`src/rtl/assert_macros.svh`:
```
// ---------------------------------------------------------------------------
// Assertion macros
// Clocked concurrent checks shared by the dependence element ALU modules.
// They expect signals named clk and arst_n in the module that uses them.
// ---------------------------------------------------------------------------
`ifndef ASSERT_MACROS_SVH
`define ASSERT_MACROS_SVH

`ifndef SYNTHESIS

// Checked on every rising edge outside reset.
`define ASSERT_RST(label, prop, msg) \
	label: assert property (@(posedge clk) disable iff (!arst_n) prop) else $error(msg);

// Checked on every rising edge, reset included.
`define ASSERT_ALWAYS(label, prop, msg) \
	label: assert property (@(posedge clk) prop) else $error(msg);

`else

`define ASSERT_RST(label, prop, msg)
`define ASSERT_ALWAYS(label, prop, msg)

`endif

`endif

```
`src/rtl/dea_pkg.sv`:
```
// ---------------------------------------------------------------------------
// Dependence element ALU package
// Widths, codes and stage payload types shared by the pipeline stages.
// ---------------------------------------------------------------------------
package dea_pkg;

	localparam int DIST_W = 16;
	// Negated distance needs one more bit, a sum of two such values one more.
	localparam int NEG_W  = DIST_W + 1;
	localparam int SUM_W  = DIST_W + 2;
	// Wide enough for the full product of two distances.
	localparam int WIDE_W = 2 * DIST_W;

	typedef enum logic [1:0] {
		KIND_EXACT    = 2'd0,
		KIND_AT_LEAST = 2'd1,
		KIND_AT_MOST  = 2'd2,
		KIND_UNKNOWN  = 2'd3
	} kind_t;

	typedef enum logic [1:0] {
		VERD_FALSE   = 2'd0,
		VERD_TRUE    = 2'd1,
		VERD_UNKNOWN = 2'd2
	} verdict_t;

	typedef enum logic [3:0] {
		CMD_ADD = 4'd0,
		CMD_SUB = 4'd1,
		CMD_MUL = 4'd2,
		CMD_NEG = 4'd3,
		CMD_GT  = 4'd4,
		CMD_LT  = 4'd5,
		CMD_GE  = 4'd6,
		CMD_LE  = 4'd7,
		CMD_EQ  = 4'd8,
		CMD_NE  = 4'd9
	} cmd_t;

	// Normalised operands; c is the second addend (b, or -b for a subtract).
	typedef struct packed {
		logic [3:0]               cmd;
		kind_t                    a_kind;
		logic signed [DIST_W-1:0] a_dist;
		kind_t                    b_kind;
		logic signed [DIST_W-1:0] b_dist;
		kind_t                    c_kind;
		logic signed [NEG_W-1:0]  c_dist;
	} opnd_t;

	// Unsaturated result element and verdict.
	typedef struct packed {
		kind_t                    kind;
		logic signed [WIDE_W-1:0] wdist;
		verdict_t                 verdict;
	} raw_t;

	// Negation swaps a lower bound for an upper bound and back.
	function automatic kind_t flip_kind(input kind_t k);
		kind_t r;
		unique case (k)
			KIND_AT_LEAST: r = KIND_AT_MOST;
			KIND_AT_MOST:  r = KIND_AT_LEAST;
			default:       r = k;
		endcase
		return r;
	endfunction

endpackage

```
`src/rtl/dea_operand.sv`:
```
// ---------------------------------------------------------------------------
// Operand stage
// Registers the incoming transaction, clears the distance of unknown
// operands and forms the second addend for add and subtract.
// ---------------------------------------------------------------------------
`include "assert_macros.svh"

module dea_operand
	import dea_pkg::*;
(
	input  logic                     clk,
	input  logic                     arst_n,
	input  logic                     in_valid,
	output logic                     in_ready,
	input  logic [3:0]               cmd,
	input  logic [1:0]               a_kind,
	input  logic signed [DIST_W-1:0] a_dist,
	input  logic [1:0]               b_kind,
	input  logic signed [DIST_W-1:0] b_dist,
	output logic                     op_valid,
	input  logic                     op_ready,
	output opnd_t                    op
);

	logic  valid_s1;
	opnd_t opnd_s1;
	opnd_t opnd_d;

	always_comb begin
		opnd_d.cmd    = cmd;
		opnd_d.a_kind = kind_t'(a_kind);
		opnd_d.b_kind = kind_t'(b_kind);
		opnd_d.a_dist = (opnd_d.a_kind == KIND_UNKNOWN) ? '0 : a_dist;
		opnd_d.b_dist = (opnd_d.b_kind == KIND_UNKNOWN) ? '0 : b_dist;
		if (cmd == CMD_SUB) begin
			opnd_d.c_kind = flip_kind(opnd_d.b_kind);
			opnd_d.c_dist = -(NEG_W'(opnd_d.b_dist));
		end else begin
			opnd_d.c_kind = opnd_d.b_kind;
			opnd_d.c_dist = NEG_W'(opnd_d.b_dist);
		end
	end

	assign in_ready = !valid_s1 || op_ready;

	always_ff @(posedge clk or negedge arst_n) begin
		if (!arst_n) begin
			valid_s1 <= 1'b0;
		end else if (in_ready) begin
			valid_s1 <= in_valid;
		end
	end

	always_ff @(posedge clk) begin
		if (in_valid && in_ready) begin
			opnd_s1 <= opnd_d;
		end
	end

	assign op_valid = valid_s1;
	assign op       = opnd_s1;

	// A stalled transaction must neither vanish nor change.
	`ASSERT_RST(a_s1_hold, valid_s1 && !op_ready |=> valid_s1 && $stable(opnd_s1), "stage 1 lost a stalled transaction")

endmodule

```
`src/rtl/dea_compute.sv`:
```
// ---------------------------------------------------------------------------
// Compute stage
// Forms the exact sum, product and negation with their result kinds, and
// the three-valued comparison verdicts, then registers the selected result.
// ---------------------------------------------------------------------------
module dea_compute
	import dea_pkg::*;
(
	input  logic  clk,
	input  logic  arst_n,
	input  logic  op_valid,
	output logic  op_ready,
	input  opnd_t op,
	output logic  raw_valid,
	input  logic  raw_ready,
	output raw_t  raw
);

	// Strict order when the first element is an exact distance.
	function automatic verdict_t gt_exact_first(
		input logic signed [DIST_W-1:0] ed,
		input kind_t                    ok,
		input logic signed [DIST_W-1:0] od
	);
		verdict_t v;
		logic     e_neg;
		logic     e_zero;
		logic     o_neg;
		logic     o_pos;
		e_neg  = ed[DIST_W-1];
		e_zero = (ed == '0);
		o_neg  = od[DIST_W-1];
		o_pos  = !od[DIST_W-1] && (od != '0);
		v      = VERD_UNKNOWN;
		priority if (!e_neg && !e_zero) begin
			priority if (ok == KIND_AT_MOST) v = VERD_TRUE;
			else if (ok == KIND_AT_LEAST && ed < od) v = VERD_FALSE;
			else v = VERD_UNKNOWN;
		end else if (e_zero) begin
			priority if (ok == KIND_AT_MOST && o_neg) v = VERD_TRUE;
			else if (ok == KIND_AT_LEAST && o_pos) v = VERD_FALSE;
			else v = VERD_UNKNOWN;
		end else begin
			priority if (ok == KIND_AT_LEAST) v = VERD_FALSE;
			else if (ok == KIND_AT_MOST && ed > od) v = VERD_TRUE;
			else v = VERD_UNKNOWN;
		end
		return v;
	endfunction

	function automatic verdict_t swap_verdict(input verdict_t v);
		verdict_t r;
		unique case (v)
			VERD_TRUE:  r = VERD_FALSE;
			VERD_FALSE: r = VERD_TRUE;
			default:    r = v;
		endcase
		return r;
	endfunction

	function automatic verdict_t greater(
		input kind_t                    xk,
		input logic signed [DIST_W-1:0] xd,
		input kind_t                    yk,
		input logic signed [DIST_W-1:0] yd
	);
		verdict_t v;
		priority if (xk == KIND_EXACT && yk == KIND_EXACT) begin
			v = (xd > yd) ? VERD_TRUE : VERD_FALSE;
		end else if (xk == KIND_EXACT) begin
			v = gt_exact_first(xd, yk, yd);
		end else if (yk == KIND_EXACT) begin
			v = swap_verdict(gt_exact_first(yd, xk, xd));
		end else if (xk == KIND_AT_LEAST && yk == KIND_AT_MOST && xd > yd) begin
			v = VERD_TRUE;
		end else if (xk == KIND_AT_MOST && yk == KIND_AT_LEAST && xd < yd) begin
			v = VERD_FALSE;
		end else begin
			v = VERD_UNKNOWN;
		end
		return v;
	endfunction

	logic                     valid_s2;
	raw_t                     raw_s2;
	raw_t                     raw_d;
	logic signed [SUM_W-1:0]  sum;
	logic signed [WIDE_W-1:0] prod;
	logic                     sum_pos;
	logic                     sum_neg;
	logic                     add_chk;
	kind_t                    add_base;
	kind_t                    add_kind;
	kind_t                    mul_kind;
	kind_t                    other_kind;
	logic signed [DIST_W-1:0] exact_dist;
	logic                     same;
	verdict_t                 gt_ab;
	verdict_t                 gt_ba;

	always_comb begin
		sum     = SUM_W'(op.a_dist) + SUM_W'(op.c_dist);
		prod    = WIDE_W'(op.a_dist) * WIDE_W'(op.b_dist);
		sum_neg = sum[SUM_W-1];
		sum_pos = !sum[SUM_W-1] && (sum != '0);

		// An exact addend keeps the other kind unless the bound lands on the
		// wrong side of zero.
		add_chk = 1'b0;
		priority if (op.a_kind == KIND_EXACT) begin
			add_base = op.c_kind;
			add_chk  = 1'b1;
		end else if (op.c_kind == KIND_EXACT) begin
			add_base = op.a_kind;
			add_chk  = 1'b1;
		end else if (op.a_kind == KIND_UNKNOWN || op.c_kind == KIND_UNKNOWN) begin
			add_base = KIND_UNKNOWN;
		end else if (op.a_kind == op.c_kind) begin
			add_base = op.a_kind;
		end else begin
			add_base = KIND_UNKNOWN;
		end
		add_kind = (add_chk && ((sum_pos && add_base == KIND_AT_MOST) ||
			(sum_neg && add_base == KIND_AT_LEAST))) ? KIND_UNKNOWN : add_base;

		// With one exact factor, its sign decides whether the bound is kept.
		other_kind = (op.a_kind == KIND_EXACT) ? op.b_kind : op.a_kind;
		exact_dist = (op.a_kind == KIND_EXACT) ? op.a_dist : op.b_dist;
		priority if (op.a_kind == KIND_UNKNOWN) begin
			mul_kind = KIND_UNKNOWN;
		end else if (op.a_kind == KIND_EXACT && op.b_kind == KIND_EXACT) begin
			mul_kind = KIND_EXACT;
		end else if (op.a_kind == KIND_EXACT || op.b_kind == KIND_EXACT) begin
			priority if (other_kind == KIND_UNKNOWN) begin
				mul_kind = (exact_dist == '0) ? KIND_EXACT : KIND_UNKNOWN;
			end else if (exact_dist == '0) begin
				mul_kind = KIND_EXACT;
			end else if (!exact_dist[DIST_W-1]) begin
				mul_kind = other_kind;
			end else begin
				mul_kind = flip_kind(other_kind);
			end
		end else if (op.b_kind == KIND_UNKNOWN) begin
			mul_kind = KIND_UNKNOWN;
		end else if (op.a_kind == op.b_kind) begin
			mul_kind = KIND_AT_LEAST;
		end else begin
			mul_kind = KIND_AT_MOST;
		end

		same  = (op.a_kind == KIND_UNKNOWN && op.b_kind == KIND_UNKNOWN) ||
			(op.a_kind == op.b_kind && op.a_dist == op.b_dist);
		gt_ab = greater(op.a_kind, op.a_dist, op.b_kind, op.b_dist);
		gt_ba = greater(op.b_kind, op.b_dist, op.a_kind, op.a_dist);

		raw_d.kind    = KIND_EXACT;
		raw_d.wdist   = '0;
		raw_d.verdict = VERD_FALSE;
		unique case (op.cmd)
			CMD_ADD, CMD_SUB: begin
				raw_d.kind  = add_kind;
				raw_d.wdist = WIDE_W'(sum);
			end
			CMD_MUL: begin
				raw_d.kind  = mul_kind;
				raw_d.wdist = prod;
			end
			CMD_NEG: begin
				raw_d.kind  = flip_kind(op.a_kind);
				raw_d.wdist = -(WIDE_W'(op.a_dist));
			end
			CMD_GT: raw_d.verdict = gt_ab;
			CMD_LT: raw_d.verdict = gt_ba;
			CMD_GE: raw_d.verdict = same ? VERD_TRUE : gt_ab;
			CMD_LE: raw_d.verdict = same ? VERD_TRUE : gt_ba;
			CMD_EQ: raw_d.verdict = same ? VERD_TRUE : VERD_FALSE;
			CMD_NE: raw_d.verdict = same ? VERD_FALSE : VERD_TRUE;
			default: raw_d.verdict = VERD_FALSE;
		endcase
	end

	assign op_ready = !valid_s2 || raw_ready;

	always_ff @(posedge clk or negedge arst_n) begin
		if (!arst_n) begin
			valid_s2 <= 1'b0;
		end else if (op_ready) begin
			valid_s2 <= op_valid;
		end
	end

	always_ff @(posedge clk) begin
		if (op_valid && op_ready) begin
			raw_s2 <= raw_d;
		end
	end

	assign raw_valid = valid_s2;
	assign raw       = raw_s2;

endmodule

```
`src/rtl/dea_resolve.sv`:
```
// ---------------------------------------------------------------------------
// Resolve stage
// Clears the distance of an unknown result, saturates the distance to the
// element range and holds the result for the output channel.
// ---------------------------------------------------------------------------
`include "assert_macros.svh"

module dea_resolve
	import dea_pkg::*;
(
	input  logic                     clk,
	input  logic                     arst_n,
	input  logic                     raw_valid,
	output logic                     raw_ready,
	input  raw_t                     raw,
	output logic                     out_valid,
	input  logic                     out_ready,
	output logic [1:0]               res_kind,
	output logic signed [DIST_W-1:0] res_dist,
	output logic [1:0]               verdict,
	output logic                     overflow
);

	localparam logic signed [WIDE_W-1:0] DIST_MAX = WIDE_W'({1'b0, {(DIST_W-1){1'b1}}});
	localparam logic signed [WIDE_W-1:0] DIST_MIN = ~DIST_MAX;

	logic                     valid_s3;
	kind_t                    kind_s3;
	logic signed [DIST_W-1:0] dist_s3;
	verdict_t                 verdict_s3;
	logic                     ovf_s3;
	logic signed [DIST_W-1:0] dist_d;
	logic                     ovf_d;

	// Comparison transactions arrive with a zero exact element, so they
	// never saturate.
	always_comb begin
		ovf_d  = 1'b0;
		dist_d = raw.wdist[DIST_W-1:0];
		priority if (raw.kind == KIND_UNKNOWN) begin
			dist_d = '0;
		end else if (raw.wdist > DIST_MAX) begin
			dist_d = DIST_MAX[DIST_W-1:0];
			ovf_d  = 1'b1;
		end else if (raw.wdist < DIST_MIN) begin
			dist_d = DIST_MIN[DIST_W-1:0];
			ovf_d  = 1'b1;
		end else begin
			dist_d = raw.wdist[DIST_W-1:0];
		end
	end

	assign raw_ready = !valid_s3 || out_ready;

	always_ff @(posedge clk or negedge arst_n) begin
		if (!arst_n) begin
			valid_s3 <= 1'b0;
		end else if (raw_ready) begin
			valid_s3 <= raw_valid;
		end
	end

	always_ff @(posedge clk) begin
		if (raw_valid && raw_ready) begin
			kind_s3    <= raw.kind;
			dist_s3    <= dist_d;
			verdict_s3 <= raw.verdict;
			ovf_s3     <= ovf_d;
		end
	end

	assign out_valid = valid_s3;
	assign res_kind  = kind_s3;
	assign res_dist  = dist_s3;
	assign verdict   = verdict_s3;
	assign overflow  = ovf_s3;

	`ASSERT_RST(a_ovf_known, valid_s3 && ovf_s3 |-> kind_s3 != KIND_UNKNOWN, "overflow on an unknown result")
	`ASSERT_RST(a_unknown_zero, valid_s3 && kind_s3 == KIND_UNKNOWN |-> dist_s3 == '0, "unknown result with a distance")
	`ASSERT_RST(a_verdict_only, valid_s3 && verdict_s3 != VERD_FALSE |-> kind_s3 == KIND_EXACT && dist_s3 == '0 && !ovf_s3, "comparison result carries an element")

endmodule

```
`src/rtl/dependence_element_alu.sv`:
```
// ---------------------------------------------------------------------------
// Dependence element ALU
// Throughput: one transaction per cycle through three register stages while the output is not stalled.
// A stall at the output backs up stage by stage; nothing is lost.
// Reset clears the stage valid bits only; no clearing pass is needed.
// ---------------------------------------------------------------------------
module dependence_element_alu
	import dea_pkg::*;
(
	input  logic                     clk,
	input  logic                     arst_n,
	input  logic                     in_valid,
	output logic                     in_ready,
	input  logic [3:0]               cmd,
	input  logic [1:0]               a_kind,
	input  logic signed [DIST_W-1:0] a_dist,
	input  logic [1:0]               b_kind,
	input  logic signed [DIST_W-1:0] b_dist,
	output logic                     out_valid,
	input  logic                     out_ready,
	output logic [1:0]               res_kind,
	output logic signed [DIST_W-1:0] res_dist,
	output logic [1:0]               verdict,
	output logic                     overflow
);

	logic  op_valid;
	logic  op_ready;
	opnd_t op;
	logic  raw_valid;
	logic  raw_ready;
	raw_t  raw;

	dea_operand u_operand (
		.clk      (clk),
		.arst_n   (arst_n),
		.in_valid (in_valid),
		.in_ready (in_ready),
		.cmd      (cmd),
		.a_kind   (a_kind),
		.a_dist   (a_dist),
		.b_kind   (b_kind),
		.b_dist   (b_dist),
		.op_valid (op_valid),
		.op_ready (op_ready),
		.op       (op)
	);

	dea_compute u_compute (
		.clk       (clk),
		.arst_n    (arst_n),
		.op_valid  (op_valid),
		.op_ready  (op_ready),
		.op        (op),
		.raw_valid (raw_valid),
		.raw_ready (raw_ready),
		.raw       (raw)
	);

	dea_resolve u_resolve (
		.clk       (clk),
		.arst_n    (arst_n),
		.raw_valid (raw_valid),
		.raw_ready (raw_ready),
		.raw       (raw),
		.out_valid (out_valid),
		.out_ready (out_ready),
		.res_kind  (res_kind),
		.res_dist  (res_dist),
		.verdict   (verdict),
		.overflow  (overflow)
	);

endmodule
```
`config.mk`:
```
export PLATFORM = sky130hd
export DESIGN_NAME = dependence_element_alu
export DESIGN_NICKNAME = d
export VERILOG_FILES = /design/src/rtl/dea_pkg.sv /design/src/rtl/dea_operand.sv /design/src/rtl/dea_compute.sv /design/src/rtl/dea_resolve.sv /design/src/rtl/dependence_element_alu.sv
export VERILOG_INCLUDE_DIRS = /design/src /design/src/rtl
export SDC_FILE = /design/constraint.sdc
export NUM_CORES = 1
export LEC_CHECK = 0
export ABC_AREA = 1
export BUFFER_PORTS_ARGS = -buffer_cell sky130_fd_sc_hd__buf_4
export CAP_MARGIN = 25
export CELL_PAD_IN_SITES_DETAIL_PLACEMENT = 2
export CELL_PAD_IN_SITES_GLOBAL_PLACEMENT = 2
export CORE_MARGIN = 10
export CORE_UTILIZATION = 25
export DETAILED_ROUTE_END_ITERATION = 8
export HOLD_SLACK_MARGIN = 0.15
export PLACE_DENSITY = 0.59
export SYNTH_ARGS = -nofsm -noshare
export SYNTH_HDL_FRONTEND = slang
export SYNTH_SLANG_ARGS = --single-unit
```
`constraint.sdc`:
```
create_clock -name clk -period 7.27 [get_ports clk]
set_input_delay 1.454 -clock clk [delete_from_list [all_inputs] [get_ports clk]]
set_output_delay 1.454 -clock clk [all_outputs]
set_load 0.05 [all_outputs]
```
==> impl_metrics.env <==
export IMPL_status="finished, final reports clean"
export IMPL_crit_path_start="u_operand.op[30]"
export IMPL_place_area_um2=20030
export IMPL_ys_async_sr_fraction_pct=2.542
export IMPL_cts_buffers_inserted=17
export IMPL_root_buffer="clkbuf_16"
export IMPL_io_pins=67
export IMPL_crit_required_ns=7.49
export IMPL_synthCells=2277
export IMPL_syn_area_um2=18200
export IMPL_synth_edf_count=115
export IMPL_grt_max_degree=59
export IMPL_rows=98
export IMPL_cts_path_max_buffers=2
export IMPL_setup_tns_ns=0
export IMPL_whs_ns=0.4208
export IMPL_num_vias=15057
export IMPL_rsz0062_at_grt="no"
export IMPL_period_needed_ns=6.862
export IMPL_place_gp_congestion=0.8259
export IMPL_end_kind="flop"
export IMPL_drv_slew=0
export IMPL_overflow=0
export IMPL_drt_iter0_markers=572
export IMPL_ys_seq_area_share_pct=19.39
export IMPL_yosysTopAreaCellShare_pct=28.93
export IMPL_drc=0
export IMPL_crit_family="adder cells"
export IMPL_htree_levels=4
export IMPL_yosys_warnings=0
export IMPL_crit_top_cell="fa_1"
export IMPL_skew_ns=0.01894
export IMPL_synth_ff_type="edfxtp_1"
export IMPL_synth_largest_area_cell="fa_1"
export IMPL_startpoint_type="flop"
export IMPL_clock_sinks=118
export IMPL_syn_avg_cell_area_um2=7.992
export IMPL_dieArea_um2=83990
export IMPL_die_h_um=289.8
export IMPL_hold_violations=0
export IMPL_viasPerCell=4.537
export IMPL_crit_slowest_cell="edfxtp_1"
export IMPL_synth_nets=2726
export IMPL_path_clk_slew_ns=0.06
export IMPL_hold_class="reg -> reg"
export IMPL_slowest_delay_ns=1.02
export IMPL_critPathKind="reg -> reg"
export IMPL_cts_tree="done"
export IMPL_fp_dieW_um=289.8
export IMPL_antenna_found_initial=3
export IMPL_fmax_ghz=0.1457
export IMPL_fp_coreArea_um2=71850
export IMPL_ctsHoldBuffers=0
export IMPL_track_usage_pct=16.69
export IMPL_postRouteAntennaNets=0
export IMPL_ys_ff_latch=118
export IMPL_drive_gt1_share_pct=8.742
export IMPL_first_global_vias=17835
export IMPL_slew_headroom_pct=29.72
export IMPL_yosysUniqueCellTypes=57
export IMPL_area_delta_synth_final_pct=13.74
export IMPL_hp_start="u_compute.raw[0]"
export IMPL_r2r_start="u_operand.op[30]"
export IMPL_fin_nets=2804
export IMPL_start_util_pct=25.33
export IMPL_grt_pass1_wl_um=107400
export IMPL_drv_cap=0
export IMPL_reg2reg_slack_ns=0.41
export IMPL_critPathBufInv=3
export IMPL_drt_wl_total_um=69510
export IMPL_tightest_slew_ns=1.054
export IMPL_worstPathArrival_ns=7.08
export IMPL_wl_per_cell_um=20.94
export IMPL_synthTopCellsByArea="fa_1 (29%), edfxtp_1 (19%), inv_1 (13%), nand2_1 (10%), ha_1 (9.8%)"
export IMPL_path_cells="nand2_1 > fa_1 > inv_1 > fa_1 > fa_1 > fa_1 > fa_1 > inv_1 > fa_1 > inv_1 > ha_1 > a21oi_1 > o21ai_0 > a21oi_1 > nand3_1 > a21o_1 > a21oi_1 > nand2_1 > nand3_1 > nand3_1"
export IMPL_cp_max_fo=16
export IMPL_clk_latency_ns=0.49
export IMPL_finalSetupViolCount=0
export IMPL_hpwl_um=59470
export IMPL_post_route_period_util_pct=94.39
export IMPL_drtPass1Iterations=4
export IMPL_portBuffers=66
export IMPL_postLayoutCellArea_um2=20700
[final cells by class]
class	instances	area, µm²
timing repair buffer	133	1059
clock inverter	14	157.7
sequential	118	3528
antenna	1	2.502
inverter	631	2369
fill	8389	51160
clock buffer	18	429.2
multi-input combinational	1454	11970
tap	950	1189
[per-stage QoR]
stage / utilization (%) / worst slack, ns / std cells
2_1_floorplan: - / 1.062 / 2277
3_3_place_gp: 27.82 / 0.1995 / 3277
3_5_place_dp: 27.88 / 0.2247 / 3279
4_1_cts: 28.70 / 0.1772 / 3311
5_1_grt: 28.80 / 0.08358 / 3318
6_report: 28.81 / 0.4080 / 3319
[synth_stat cells, types with 8 or more instances]
library cell and instances:
inv_1 624, nand2_1 507, fa_1 263, nor2_1 143, ha_1 142, edfxtp_1 115, a21oi_1 83, nand3_1 78
o21ai_0 63, clkbuf_1 41, nand4_1 26, xor2_1 22, clkbuf_2 14, o221ai_1 10, or2_2 10, xnor2_1 10
nor3_1 9, o211ai_1 8
[kinds of logic after synthesis]
logic type	synth area share, %
fa+ha+maj	38.69
compound gates	6.566
buf+inv	14.90
flops	19.39
simple gates	18.91
xor+xnor	1.540
[cell usage in the layout (no fill, tap or decap), types with 4 or more instances in the layout]
cell type  synthesis  layout
o211ai_1           8       8
fa_1             263     262
nor4_1             6       6
o21ai_1            4       4
inv_1            624     623
buf_4              5     129
clkinv_1           2       6
clkbuf_16          0      17
a21oi_1           83      82
nor2_1           143     143
nand2_1          507     507
xor2_1            22      22
inv_2              5       6
o21ai_0           63      63
nor3_1             9       9
nor3_2             4       4
nand2_2            6       6
a21o_1             6       6
or2_2             10      10
nand3_1           78      78
nor2_2             4       4
nand4_1           26      26
o221ai_1          10      10
nand3b_1           6       6
xnor2_1           10      10
ha_1             142     142
edfxtp_1         115     115
a31oi_1            5       5
[path summary, 6_finish.rpt]
| path | cells after the start | to |
|---|---|---|
| worst min-delay path | 0 | u_resolve.verdict[0] |
| worst min register to register | 0 | u_resolve.verdict[0] |
| max in group asynchronous | 1 | u_compute.raw_valid |
| worst max register to register | 20 | u_compute.raw[29] |
| worst max-delay path | 20 | u_compute.raw[29] |
| min in group asynchronous | 1 | u_operand.op_valid |
[sequential cells by signal, summed over array words and instances (netlist names), 2 cells and up]
| signal | count |
|---|---|
| u_operand.op | 58 |
| u_compute.raw | 36 |
| u_resolve.res_dist | 16 |
| u_resolve.res_kind | 2 |
| u_resolve.verdict | 2 |
[per-layer routing]
metal	vias up	wire length (µm)	global-route usage (%)
met4	2	1319	4.326
met1	7821	31320	20.60
li1	7005	-	-
met5	-	14	0
met3	61	1661	2.093
met2	168	35190	30.11
[worst reg2reg max path, stage by stage (launching register included)]
cell and delay [ns]:
edfxtp_1 1.02, nand2_1 0.21, fa_1 0.57, inv_1 0.05
fa_1 0.47, fa_1 0.52, fa_1 0.52, fa_1 0.54
inv_1 0.05, fa_1 0.52, inv_1 0.04, ha_1 0.40
a21oi_1 0.41, o21ai_0 0.18, a21oi_1 0.26, nand3_1 0.21
a21o_1 0.23, a21oi_1 0.17, nand2_1 0.07, nand3_1 0.08
nand3_1 0.09
[repair_timing]
item / in CTS / in global routing
buffers inserted: 0 / 6
gates resized for setup: 0 / 1
setup endpoints to repair: 0 / 5
hold endpoints to repair: 0 / 0
Power is not shown: default switching activity piles up to over one toggle a cycle in this logic, so the estimate is an artifact.
